### src/hdl/fsf_pkg.sv
// Shared types and constants for the folded symmetric FIR.
// Holds the controller state type and the command/status bundles
// that pass between fsf_ctrl and fsf_datapath. No dependencies.
package fsf_pkg;

  // Fixed port widths
  localparam int SAMPLE_W   = 16;
  localparam int COEF_W     = 16;
  localparam int COEF_IDX_W = 5;
  // Widest supported internal sample
  localparam int MAX_DATA_W = 24;

  // Command codes carried by each input beat
  localparam logic CMD_LOAD   = 1'b0;
  localparam logic CMD_FILTER = 1'b1;

  // Cycles from the last issued pair until the accumulator is final
  localparam int DRAIN_CYCLES = 3;
  localparam int DRAIN_W      = 2;

  typedef enum logic [1:0] {
    ST_IDLE,
    ST_RUN,
    ST_DRAIN,
    ST_DONE
  } fsf_state_t;

  // Controller to datapath
  typedef struct packed {
    logic load_coef;
    logic push_sample;
    logic issue;
    logic out_load;
  } fsf_cmd_t;

  // Datapath to controller
  typedef struct packed {
    logic last_issue;
  } fsf_stat_t;

endpackage

### src/hdl/fsf_ctrl.sv
// Sequencer for the folded symmetric FIR: input and result handshakes,
// the tap sweep, pipeline drain and hand-off to the output register.
// Depends on fsf_pkg.
module fsf_ctrl import fsf_pkg::*; (
  input  logic      clk,
  input  logic      rst_n,
  input  logic      in_valid,
  output logic      in_ready,
  input  logic      in_command,
  output logic      out_valid,
  input  logic      out_ready,
  input  fsf_stat_t stat,
  output fsf_cmd_t  cmd
);

  fsf_state_t         state_r, state_nxt;
  logic [DRAIN_W-1:0] drain_r, drain_nxt;
  logic               out_valid_r, out_valid_nxt;
  logic               drain_last;

  assign drain_last = (drain_r == DRAIN_W'(DRAIN_CYCLES - 1));

  // Next state
  always_comb begin
    state_nxt = state_r;
    drain_nxt = drain_r;
    unique case (state_r)
      ST_IDLE: begin
        if (in_valid && (in_command == CMD_FILTER)) begin
          state_nxt = ST_RUN;
        end
      end
      ST_RUN: begin
        drain_nxt = '0;
        if (stat.last_issue) begin
          state_nxt = ST_DRAIN;
        end
      end
      ST_DRAIN: begin
        drain_nxt = drain_r + DRAIN_W'(1);
        if (drain_last) begin
          state_nxt = ST_DONE;
        end
      end
      ST_DONE: begin
        if (!out_valid_r || out_ready) begin
          state_nxt = ST_IDLE;
        end
      end
      default: state_nxt = ST_IDLE;
    endcase
  end

  // Outputs
  always_comb begin
    cmd      = '0;
    in_ready = 1'b0;
    unique case (state_r)
      ST_IDLE: begin
        in_ready        = 1'b1;
        cmd.load_coef   = in_valid && (in_command == CMD_LOAD);
        cmd.push_sample = in_valid && (in_command == CMD_FILTER);
      end
      ST_RUN: begin
        cmd.issue = 1'b1;
      end
      ST_DRAIN: begin
        cmd = '0;
      end
      ST_DONE: begin
        cmd.out_load = !out_valid_r || out_ready;
      end
      default: cmd = '0;
    endcase
  end

  // Hold the result beat until taken
  always_comb begin
    out_valid_nxt = out_valid_r;
    if (cmd.out_load) begin
      out_valid_nxt = 1'b1;
    end else if (out_ready) begin
      out_valid_nxt = 1'b0;
    end
  end

  assign out_valid = out_valid_r;

  always_ff @(posedge clk) begin
    if (!rst_n) begin
      state_r     <= ST_IDLE;
      drain_r     <= '0;
      out_valid_r <= 1'b0;
    end else begin
      state_r     <= state_nxt;
      drain_r     <= drain_nxt;
      out_valid_r <= out_valid_nxt;
    end
  end

  // A sample beat starts the tap sweep
  a_push_runs: assert property (@(posedge clk) disable iff (!rst_n)
    cmd.push_sample |=> (state_r == ST_RUN))
    else $error("sample beat did not start the sweep");

  // The sweep ends on the last pair
  a_last_drains: assert property (@(posedge clk) disable iff (!rst_n)
    (state_r == ST_RUN) && stat.last_issue |=> (state_r == ST_DRAIN))
    else $error("sweep did not stop on the last pair");

  // A loaded result is offered on the next cycle
  a_load_offers: assert property (@(posedge clk) disable iff (!rst_n)
    cmd.out_load |=> out_valid_r)
    else $error("result load not presented");

endmodule

### src/hdl/fsf_datapath.sv
// Datapath of the folded symmetric FIR: circular delay-line memory,
// coefficient memory, pre-adder, multiplier, accumulator, rounding and
// saturation, and the result register. Depends on fsf_pkg.
module fsf_datapath import fsf_pkg::*; #(
  parameter int TAPS       = 64,
  parameter int DATA_WIDTH = 16
) (
  input  logic                       clk,
  input  logic                       rst_n,
  input  fsf_cmd_t                   cmd,
  output fsf_stat_t                  stat,
  input  logic [COEF_IDX_W-1:0]      in_coef_index,
  input  logic signed [COEF_W-1:0]   in_coef_value,
  input  logic signed [SAMPLE_W-1:0] in_sample_in,
  output logic signed [SAMPLE_W-1:0] out_sample_out,
  output logic                       out_saturated
);

  localparam int HALF_TAPS = TAPS / 2;
  localparam int PTR_W     = $clog2(TAPS);
  localparam int FILL_W    = $clog2(TAPS + 1);
  localparam int IDX_W     = (HALF_TAPS > 1) ? $clog2(HALF_TAPS) : 1;
  localparam int PAIR_W    = DATA_WIDTH + 1;
  localparam int PROD_W    = PAIR_W + COEF_W;
  localparam int ACC_W     = PROD_W + $clog2(HALF_TAPS) + 1;
  localparam int Y_W       = ACC_W - 14;

  localparam logic [PTR_W-1:0] PTR_LAST = PTR_W'(TAPS - 1);
  localparam logic signed [ACC_W:0]   RND_HALF = (ACC_W + 1)'(2 ** 14);
  localparam logic signed [Y_W-1:0]   Y_HI = Y_W'((2 ** (DATA_WIDTH - 1)) - 1);
  localparam logic signed [Y_W-1:0]   Y_LO = ~Y_HI;

  // Storage
  logic signed [DATA_WIDTH-1:0] dly_mem  [TAPS];
  logic signed [COEF_W-1:0]     coef_mem [HALF_TAPS];
  logic [HALF_TAPS-1:0]         coef_vld_r, coef_vld_nxt;

  // Sweep control
  logic [PTR_W-1:0]  head_r, head_nxt;
  logic [PTR_W-1:0]  pa_r, pa_nxt;
  logic [PTR_W-1:0]  pb_r, pb_nxt;
  logic [FILL_W-1:0] fill_r, fill_nxt;
  logic [IDX_W-1:0]  idx_r, idx_nxt;
  logic              v1_r, v2_r, v3_r;

  // Pipeline payload
  logic signed [DATA_WIDTH-1:0] rd_a_r, rd_b_r;
  logic signed [COEF_W-1:0]     rd_h_r;
  logic                         ok_a_r, ok_b_r, ok_h_r;
  logic signed [PAIR_W-1:0]     pair_r;
  logic signed [COEF_W-1:0]     h2_r;
  logic signed [PROD_W-1:0]     prod_r;
  logic signed [ACC_W-1:0]      acc_r;

  logic signed [SAMPLE_W-1:0]   out_sample_r;
  logic                         out_sat_r;

  logic [MAX_DATA_W-1:0]        sample_wide;
  logic signed [DATA_WIDTH-1:0] sample_dw;
  logic                         coef_idx_ok;
  logic [IDX_W-1:0]             coef_waddr;
  logic                         ok_a, ok_b;
  logic [FILL_W-1:0]            b_tap;
  logic signed [DATA_WIDTH-1:0] term_a, term_b;
  logic signed [ACC_W:0]        rnd;
  logic signed [Y_W-1:0]        y;
  logic                         sat_hi, sat_lo;
  logic signed [DATA_WIDTH-1:0] clip;
  logic signed [MAX_DATA_W-1:0] clip_ext;

  // Take the sample sign from bit DATA_WIDTH-1 of the zero-extended port
  assign sample_wide = MAX_DATA_W'($unsigned(in_sample_in));
  assign sample_dw   = $signed(sample_wide[DATA_WIDTH-1:0]);

  assign coef_idx_ok = (32'(in_coef_index) < 32'(HALF_TAPS));
  assign coef_waddr  = IDX_W'(in_coef_index);

  assign stat.last_issue = (idx_r == IDX_W'(HALF_TAPS - 1));

  // Taps older than the fill count read as zero
  assign b_tap = FILL_W'(TAPS - 1) - FILL_W'(idx_r);
  assign ok_a  = (FILL_W'(idx_r) < fill_r);
  assign ok_b  = (b_tap < fill_r);

  // Advance pointers and counters
  always_comb begin
    head_nxt     = head_r;
    pa_nxt       = pa_r;
    pb_nxt       = pb_r;
    fill_nxt     = fill_r;
    idx_nxt      = idx_r;
    coef_vld_nxt = coef_vld_r;
    if (cmd.load_coef && coef_idx_ok) begin
      coef_vld_nxt[coef_waddr] = 1'b1;
    end
    if (cmd.push_sample) begin
      head_nxt = (head_r == PTR_LAST) ? '0 : head_r + PTR_W'(1);
      pa_nxt   = head_nxt;
      pb_nxt   = (head_nxt == PTR_LAST) ? '0 : head_nxt + PTR_W'(1);
      fill_nxt = (fill_r == FILL_W'(TAPS)) ? fill_r : fill_r + FILL_W'(1);
      idx_nxt  = '0;
    end else if (cmd.issue) begin
      pa_nxt  = (pa_r == '0) ? PTR_LAST : pa_r - PTR_W'(1);
      pb_nxt  = (pb_r == PTR_LAST) ? '0 : pb_r + PTR_W'(1);
      idx_nxt = idx_r + IDX_W'(1);
    end
  end

  always_ff @(posedge clk) begin
    if (!rst_n) begin
      head_r     <= '0;
      pa_r       <= '0;
      pb_r       <= '0;
      fill_r     <= '0;
      idx_r      <= '0;
      coef_vld_r <= '0;
      v1_r       <= 1'b0;
      v2_r       <= 1'b0;
      v3_r       <= 1'b0;
    end else begin
      head_r     <= head_nxt;
      pa_r       <= pa_nxt;
      pb_r       <= pb_nxt;
      fill_r     <= fill_nxt;
      idx_r      <= idx_nxt;
      coef_vld_r <= coef_vld_nxt;
      v1_r       <= cmd.issue;
      v2_r       <= v1_r;
      v3_r       <= v2_r;
    end
  end

  // Delay-line memory: one write, two reads
  always_ff @(posedge clk) begin
    if (cmd.push_sample) begin
      dly_mem[head_nxt] <= sample_dw;
    end
    if (cmd.issue) begin
      rd_a_r <= dly_mem[pa_r];
      rd_b_r <= dly_mem[pb_r];
      ok_a_r <= ok_a;
      ok_b_r <= ok_b;
    end
  end

  // Coefficient memory
  always_ff @(posedge clk) begin
    if (cmd.load_coef && coef_idx_ok) begin
      coef_mem[coef_waddr] <= in_coef_value;
    end
    if (cmd.issue) begin
      rd_h_r <= coef_mem[idx_r];
      ok_h_r <= coef_vld_r[idx_r];
    end
  end

  // Pre-add the symmetric pair
  assign term_a = ok_a_r ? rd_a_r : '0;
  assign term_b = ok_b_r ? rd_b_r : '0;

  always_ff @(posedge clk) begin
    pair_r <= PAIR_W'(term_a) + PAIR_W'(term_b);
    h2_r   <= ok_h_r ? rd_h_r : '0;
    prod_r <= pair_r * h2_r;
  end

  // Accumulate; clear on a new sample
  always_ff @(posedge clk) begin
    if (cmd.push_sample) begin
      acc_r <= '0;
    end else if (v3_r) begin
      acc_r <= acc_r + ACC_W'(prod_r);
    end
  end

  // Round half up to Q15 and clip
  assign rnd    = (ACC_W + 1)'(acc_r) + RND_HALF;
  assign y      = $signed(rnd[ACC_W:15]);
  assign sat_hi = (y > Y_HI);
  assign sat_lo = (y < Y_LO);

  always_comb begin
    if (sat_hi) begin
      clip = DATA_WIDTH'(Y_HI);
    end else if (sat_lo) begin
      clip = DATA_WIDTH'(Y_LO);
    end else begin
      clip = y[DATA_WIDTH-1:0];
    end
  end

  assign clip_ext = MAX_DATA_W'(clip);

  // Result register
  always_ff @(posedge clk) begin
    if (cmd.out_load) begin
      out_sample_r <= $signed(clip_ext[SAMPLE_W-1:0]);
      out_sat_r    <= sat_hi || sat_lo;
    end
  end

  assign out_sample_out = out_sample_r;
  assign out_saturated  = out_sat_r;

  // Fill count never passes the tap count
  a_fill_bound: assert property (@(posedge clk) disable iff (!rst_n)
    fill_r <= FILL_W'(TAPS))
    else $error("delay-line fill count overran");

  // Accumulator only moves on a product or a new sample
  a_acc_hold: assert property (@(posedge clk) disable iff (!rst_n)
    !v3_r && !cmd.push_sample |=> $stable(acc_r))
    else $error("accumulator changed without a product");

endmodule

### src/hdl/folded_symmetric_fir.sv
// Folded symmetric FIR, linear phase, even tap count. A load beat
// (command 0) writes one Q1.15 half-coefficient and gives no result. A
// sample beat (command 1) pushes the sample into the delay line and
// gives one Q15 result, rounded half up and saturated, with a flag
// when clipped. One shared pre-adder and multiply-accumulate takes one
// symmetric pair a cycle from the two-read delay-line memory, behind a
// read, pre-add, multiply and accumulate pipeline. Items are processed
// one at a time; a waiting result sits in its own register, so the
// next beat is accepted while it waits. Coefficients and the delay
// line read as zero after reset without any clearing pass.
// Depends on fsf_pkg, fsf_ctrl and fsf_datapath.
module folded_symmetric_fir import fsf_pkg::*; #(
  parameter int TAPS       = 64,
  parameter int DATA_WIDTH = 16
) (
  input  logic                       clk,
  input  logic                       rst_n,
  input  logic                       in_valid,
  output logic                       in_ready,
  input  logic                       in_command,
  input  logic [COEF_IDX_W-1:0]      in_coef_index,
  input  logic signed [COEF_W-1:0]   in_coef_value,
  input  logic signed [SAMPLE_W-1:0] in_sample_in,
  output logic                       out_valid,
  input  logic                       out_ready,
  output logic signed [SAMPLE_W-1:0] out_sample_out,
  output logic                       out_saturated
);

  fsf_cmd_t  cmd;
  fsf_stat_t stat;

  fsf_ctrl u_ctrl (
    .clk        (clk),
    .rst_n      (rst_n),
    .in_valid   (in_valid),
    .in_ready   (in_ready),
    .in_command (in_command),
    .out_valid  (out_valid),
    .out_ready  (out_ready),
    .stat       (stat),
    .cmd        (cmd)
  );

  fsf_datapath #(
    .TAPS       (TAPS),
    .DATA_WIDTH (DATA_WIDTH)
  ) u_datapath (
    .clk            (clk),
    .rst_n          (rst_n),
    .cmd            (cmd),
    .stat           (stat),
    .in_coef_index  (in_coef_index),
    .in_coef_value  (in_coef_value),
    .in_sample_in   (in_sample_in),
    .out_sample_out (out_sample_out),
    .out_saturated  (out_saturated)
  );

endmodule

### config.mk
export PLATFORM = sky130hd
export DESIGN_NAME = folded_symmetric_fir
export DESIGN_NICKNAME = d
export VERILOG_FILES = /design/src/hdl/fsf_pkg.sv /design/src/hdl/fsf_ctrl.sv /design/src/hdl/fsf_datapath.sv /design/src/hdl/folded_symmetric_fir.sv
export SDC_FILE = /design/constraint.sdc
export NUM_CORES = 2
export LEC_CHECK = 0
export ABC_AREA = 1
export BUFFER_PORTS_ARGS = -buffer_cell sky130_fd_sc_hd__buf_2
export CORE_MARGIN = 2
export CORE_UTILIZATION = 66
export CTS_BUF_LIST = sky130_fd_sc_hd__clkbuf_4
export CTS_CLUSTER_DIAMETER = 50
export CTS_CLUSTER_SIZE = 20
export DETAILED_ROUTE_END_ITERATION = 8
export PLACE_DENSITY = 0.81
export SYNTH_ARGS = -nofsm -noshare
export SYNTH_HDL_FRONTEND = slang
export SYNTH_HIERARCHICAL = 1
export SYNTH_SLANG_ARGS = --single-unit
export TNS_END_PERCENT = 100
### constraint.sdc
create_clock -name clk -period 7.9 [get_ports clk]
set_input_delay 1.975 -clock clk [delete_from_list [all_inputs] [get_ports clk]]
set_output_delay 1.975 -clock clk [all_outputs]
set_load 0.1 [all_outputs]
==> results_dict.tcl <==
set metrics [dict create \
    outcome "finished, final reports clean" \
    syn_area_per_cell_um2 9.83 \
    post_cts_buffers 0 \
    post_drt_wl_per_cell_um 24.4 \
    vias 74700 \
    synthDominantCellAreaShare_pct 51.7 \
    slew_violations 0 \
    drv_cap 0 \
    highest_layer "met5" \
    portBuffers 60 \
    final_cell_mix "edfxtp_1 (1604), nor2_1 (1489), o21ai_0 (1473), nand2_1 (1002), inv_1 (863)" \
    min_period_ps 6170 \
    place_ws_ps 1760 \
    cts_buffer_depth 3 \
    drtPass1Iterations 9 \
    clk_latency_ps 1310 \
    pwr_density_cell_nw_per_um2 440 \
    syn-instance-count 9482 \
    endpoint_kind "flop" \
    cp_max_fo 17 \
    fp.dieArea_um2 144000 \
    antenna_found_initial 6 \
    critPathRequiredTime_ps 9040 \
    cts_resized 0 \
    min_path_cells 2 \
    die_h_um 380 \
    core_area_um2 140000 \
    place_area_um2 94700 \
    rsz0062_at_grt "no" \
    synth_area_um2 93200 \
    grt_pass1_wl_um 414000 \
    grt_max_degree 236 \
    wl_met1_um 97900 \
    fin_setup_tns_ps 0 \
    grt_overflow 0 \
    finalSetupViolations 0 \
    utilization_pct 69.6 \
    holdCritPathClass "flop to flop" \
    synth_area_leaders "edfxtp_1 (52%), o21ai_0 (7.9%), nor2_1 (6.2%), fa_1 (6.0%), nand2_1 (4.0%)" \
    worstReg2RegStart "u_datapath/h2_r[4]" \
    ctsHtreeMaxLevel 4 \
    hold_buffers 0 \
    layout_commonest_cell "edfxtp_1" \
    syn2layout_area_growth_pct 4.45 \
    grt.total_usage_pct 37.3 \
    grt_pass1_vias 72300 \
    post-route-period-util_pct 78.1 \
    rows 137 \
    r2r_cells 17 \
    cts_buffers 151 \
    leakagePower_nw 36.7 \
    fmax_mhz 162 \
    final_cell_area_um2 97300 \
    crit_arrival_ps 7310 \
    routed_wl_um 274000 \
    yosysWarnings 6 \
    met2_length_um 123000 \
    ys_types 51 \
    cts_root_buf "clkbuf_4" \
    yosys.area.top_type "edfxtp_1" \
    holdCritStartpoint "u_datapath/v1_r" \
    drc 0 \
    ys_seq_elements 1779 \
    initial_utilization_pct 66.6 \
    synth-edff-count 1604 \
    max_slew_margin_pct 5.70 \
    start_kind "flop" \
    hold_viol 0 \
    path_clk_slew_ps 150 \
    ys_seq_area_share_pct 55.5 \
    drt-initial-drc-count 12300 \
    critical_path_class "flop to flop" \
    ir_drop_mv 0.991 \
    fin_worst_skew_ps 100 \
    nFillCells 10200 \
    synth_top_flop_cell "edfxtp_1" \
    wl_met3_um 38600 \
    power_mw 42.9 \
    tightest_slew_ps 1410 \
    fin_nets 9696 \
    post_drt_via_cell_ratio 6.66 \
    dp_hpwl_um 162000 \
    ant_nets 0 \
    drive_gt1_share_pct 6.39 \
    ff2ff_setup_slack_ps 1730 \
    cts_tree "done" \
    routabilityCongestion 0.956 \
    clock_sinks 1779 \
    fp.dieW_um 380 \
    synth_nets 9964 \
    r2r-end "u_datapath/prod_r[32]" \
    setup_slack_ps 1730 \
    hold_end "u_datapath/v2_r" \
    num_io_pins 61 \
    async_reset_ff_share_pct 0 \
]
[flip-flops by register name (all words and copies together) (netlist names), 2 cells and up]
register                   cells
u_datapath/fill_r              7
u_datapath/pa_r                6
u_datapath/rd_h_r             16
u_datapath/coef_mem          512
u_datapath/pb_r                6
u_ctrl/state_r                 2
u_datapath/rd_b_r             16
u_datapath/head_r              6
u_datapath/rd_a_r             16
u_datapath/prod_r             33
u_datapath/acc_r              39
u_datapath/h2_r               16
u_datapath/pair_r             17
u_datapath/dly_mem          1024
u_datapath/coef_vld_r         32
u_datapath/out_sample_out     16
u_ctrl/drain_r                 2
u_datapath/idx_r               5
[synthesized netlist by cell type, types with 4 or more instances]
cell	number
o21ai_0	1473
xnor2_1	21
buf_1	33
a21oi_1	356
xor2_1	65
nand3_1	423
fa_1	278
buf_4	5
clkbuf_1	446
nor2_2	4
nand4_1	29
nand2_2	8
inv_1	866
a31oi_1	15
o21ai_1	40
o211ai_1	146
nor3_1	26
edfxtp_1	1604
inv_2	9
o221ai_1	281
a21o_1	11
nor4_1	4
nand2_1	1002
dfxtp_1	175
nand3b_1	4
mux2i_1	17
buf_2	153
o21a_1	11
nor2_1	1537
ha_1	162
a2bb2oi_1	4
or2_2	8
a211oi_1	5
o22ai_1	210
o21bai_1	15
clkinv_1	10
[metrics by stage]
step           std cells  hold slack, ps
2_1_floorplan       9482             390
3_3_place_gp       10900             399
3_5_place_dp       10900             399
4_1_cts            11200             428
5_1_grt            11200             460
6_report           11200             428
[cells by family after synthesis]
kind of cell	after synthesis	share of synthesized area (%)
buffers and inverters	1524	6.39
multiplexers	17	0.183
XOR/XNOR	86	0.808
adder cells (fa/ha/maj)	440	8.15
AO/OA/AOI/OAI	2578	15.8
AND/OR/NAND/NOR	3058	13.2
flip-flops	1779	55.5
[area by class of cell]
class	count	area, µm²	area share (%)
Inverter	885	3360	3.45
Sequential cell	1779	51700	53.1
Clock inverter	114	1340	1.37
Multi-Input combinational cell	6179	35700	36.7
Tap cell	1876	2350	2.41
Clock buffer	166	1250	1.28
Antenna cell	10	25.0	0.0257
Timing Repair Buffer	218	1620	1.67
[worst max path at each step]
| stage | from | end | depth (start not counted) | slack (ps) |
|---|---|---|---|---|
| after floorplan | u_datapath/h2_r[5] | u_datapath/prod_r[32] | 19 | 2440 |
| after global placement | u_datapath/h2_r[4] | u_datapath/prod_r[32] | 17 | 1840 |
| after detailed placement | u_datapath/h2_r[1] | u_datapath/prod_r[25] | 18 | 1760 |
| after CTS | u_datapath/h2_r[1] | u_datapath/prod_r[25] | 18 | 1730 |
| after global routing | u_datapath/pair_r[16] | u_datapath/prod_r[32] | 17 | 1360 |
| final | u_datapath/h2_r[4] | u_datapath/prod_r[32] | 17 | 1730 |
[critical path, stage by stage, from the launching register on]
cell and delay [ps]:
dfxtp_1 880, nand2_1 290, fa_1 620, inv_1 70
fa_1 660, fa_1 680, inv_1 70, fa_1 480
inv_1 60, fa_1 520, fa_1 440, ha_1 370
a21oi_1 220, o21ai_0 150, a21oi_1 160, o21ai_0 110
a21oi_1 150, xor2_1 180
[where the power goes]
part	leakage [nW]	internal, mW	switching, mW
clock network	1.38	1.76	3.29
logic	19.4	8.43	17.3
registers	15.9	11.0	0.997
[metal layers]
metal  vias up  GRT usage [%]
li1      32600              -
met4         6           18.6
met3      1100           9.00
met2      5753           57.3
met1     35300           50.1
met5         -              0
(Power assumes the default switching activity.)
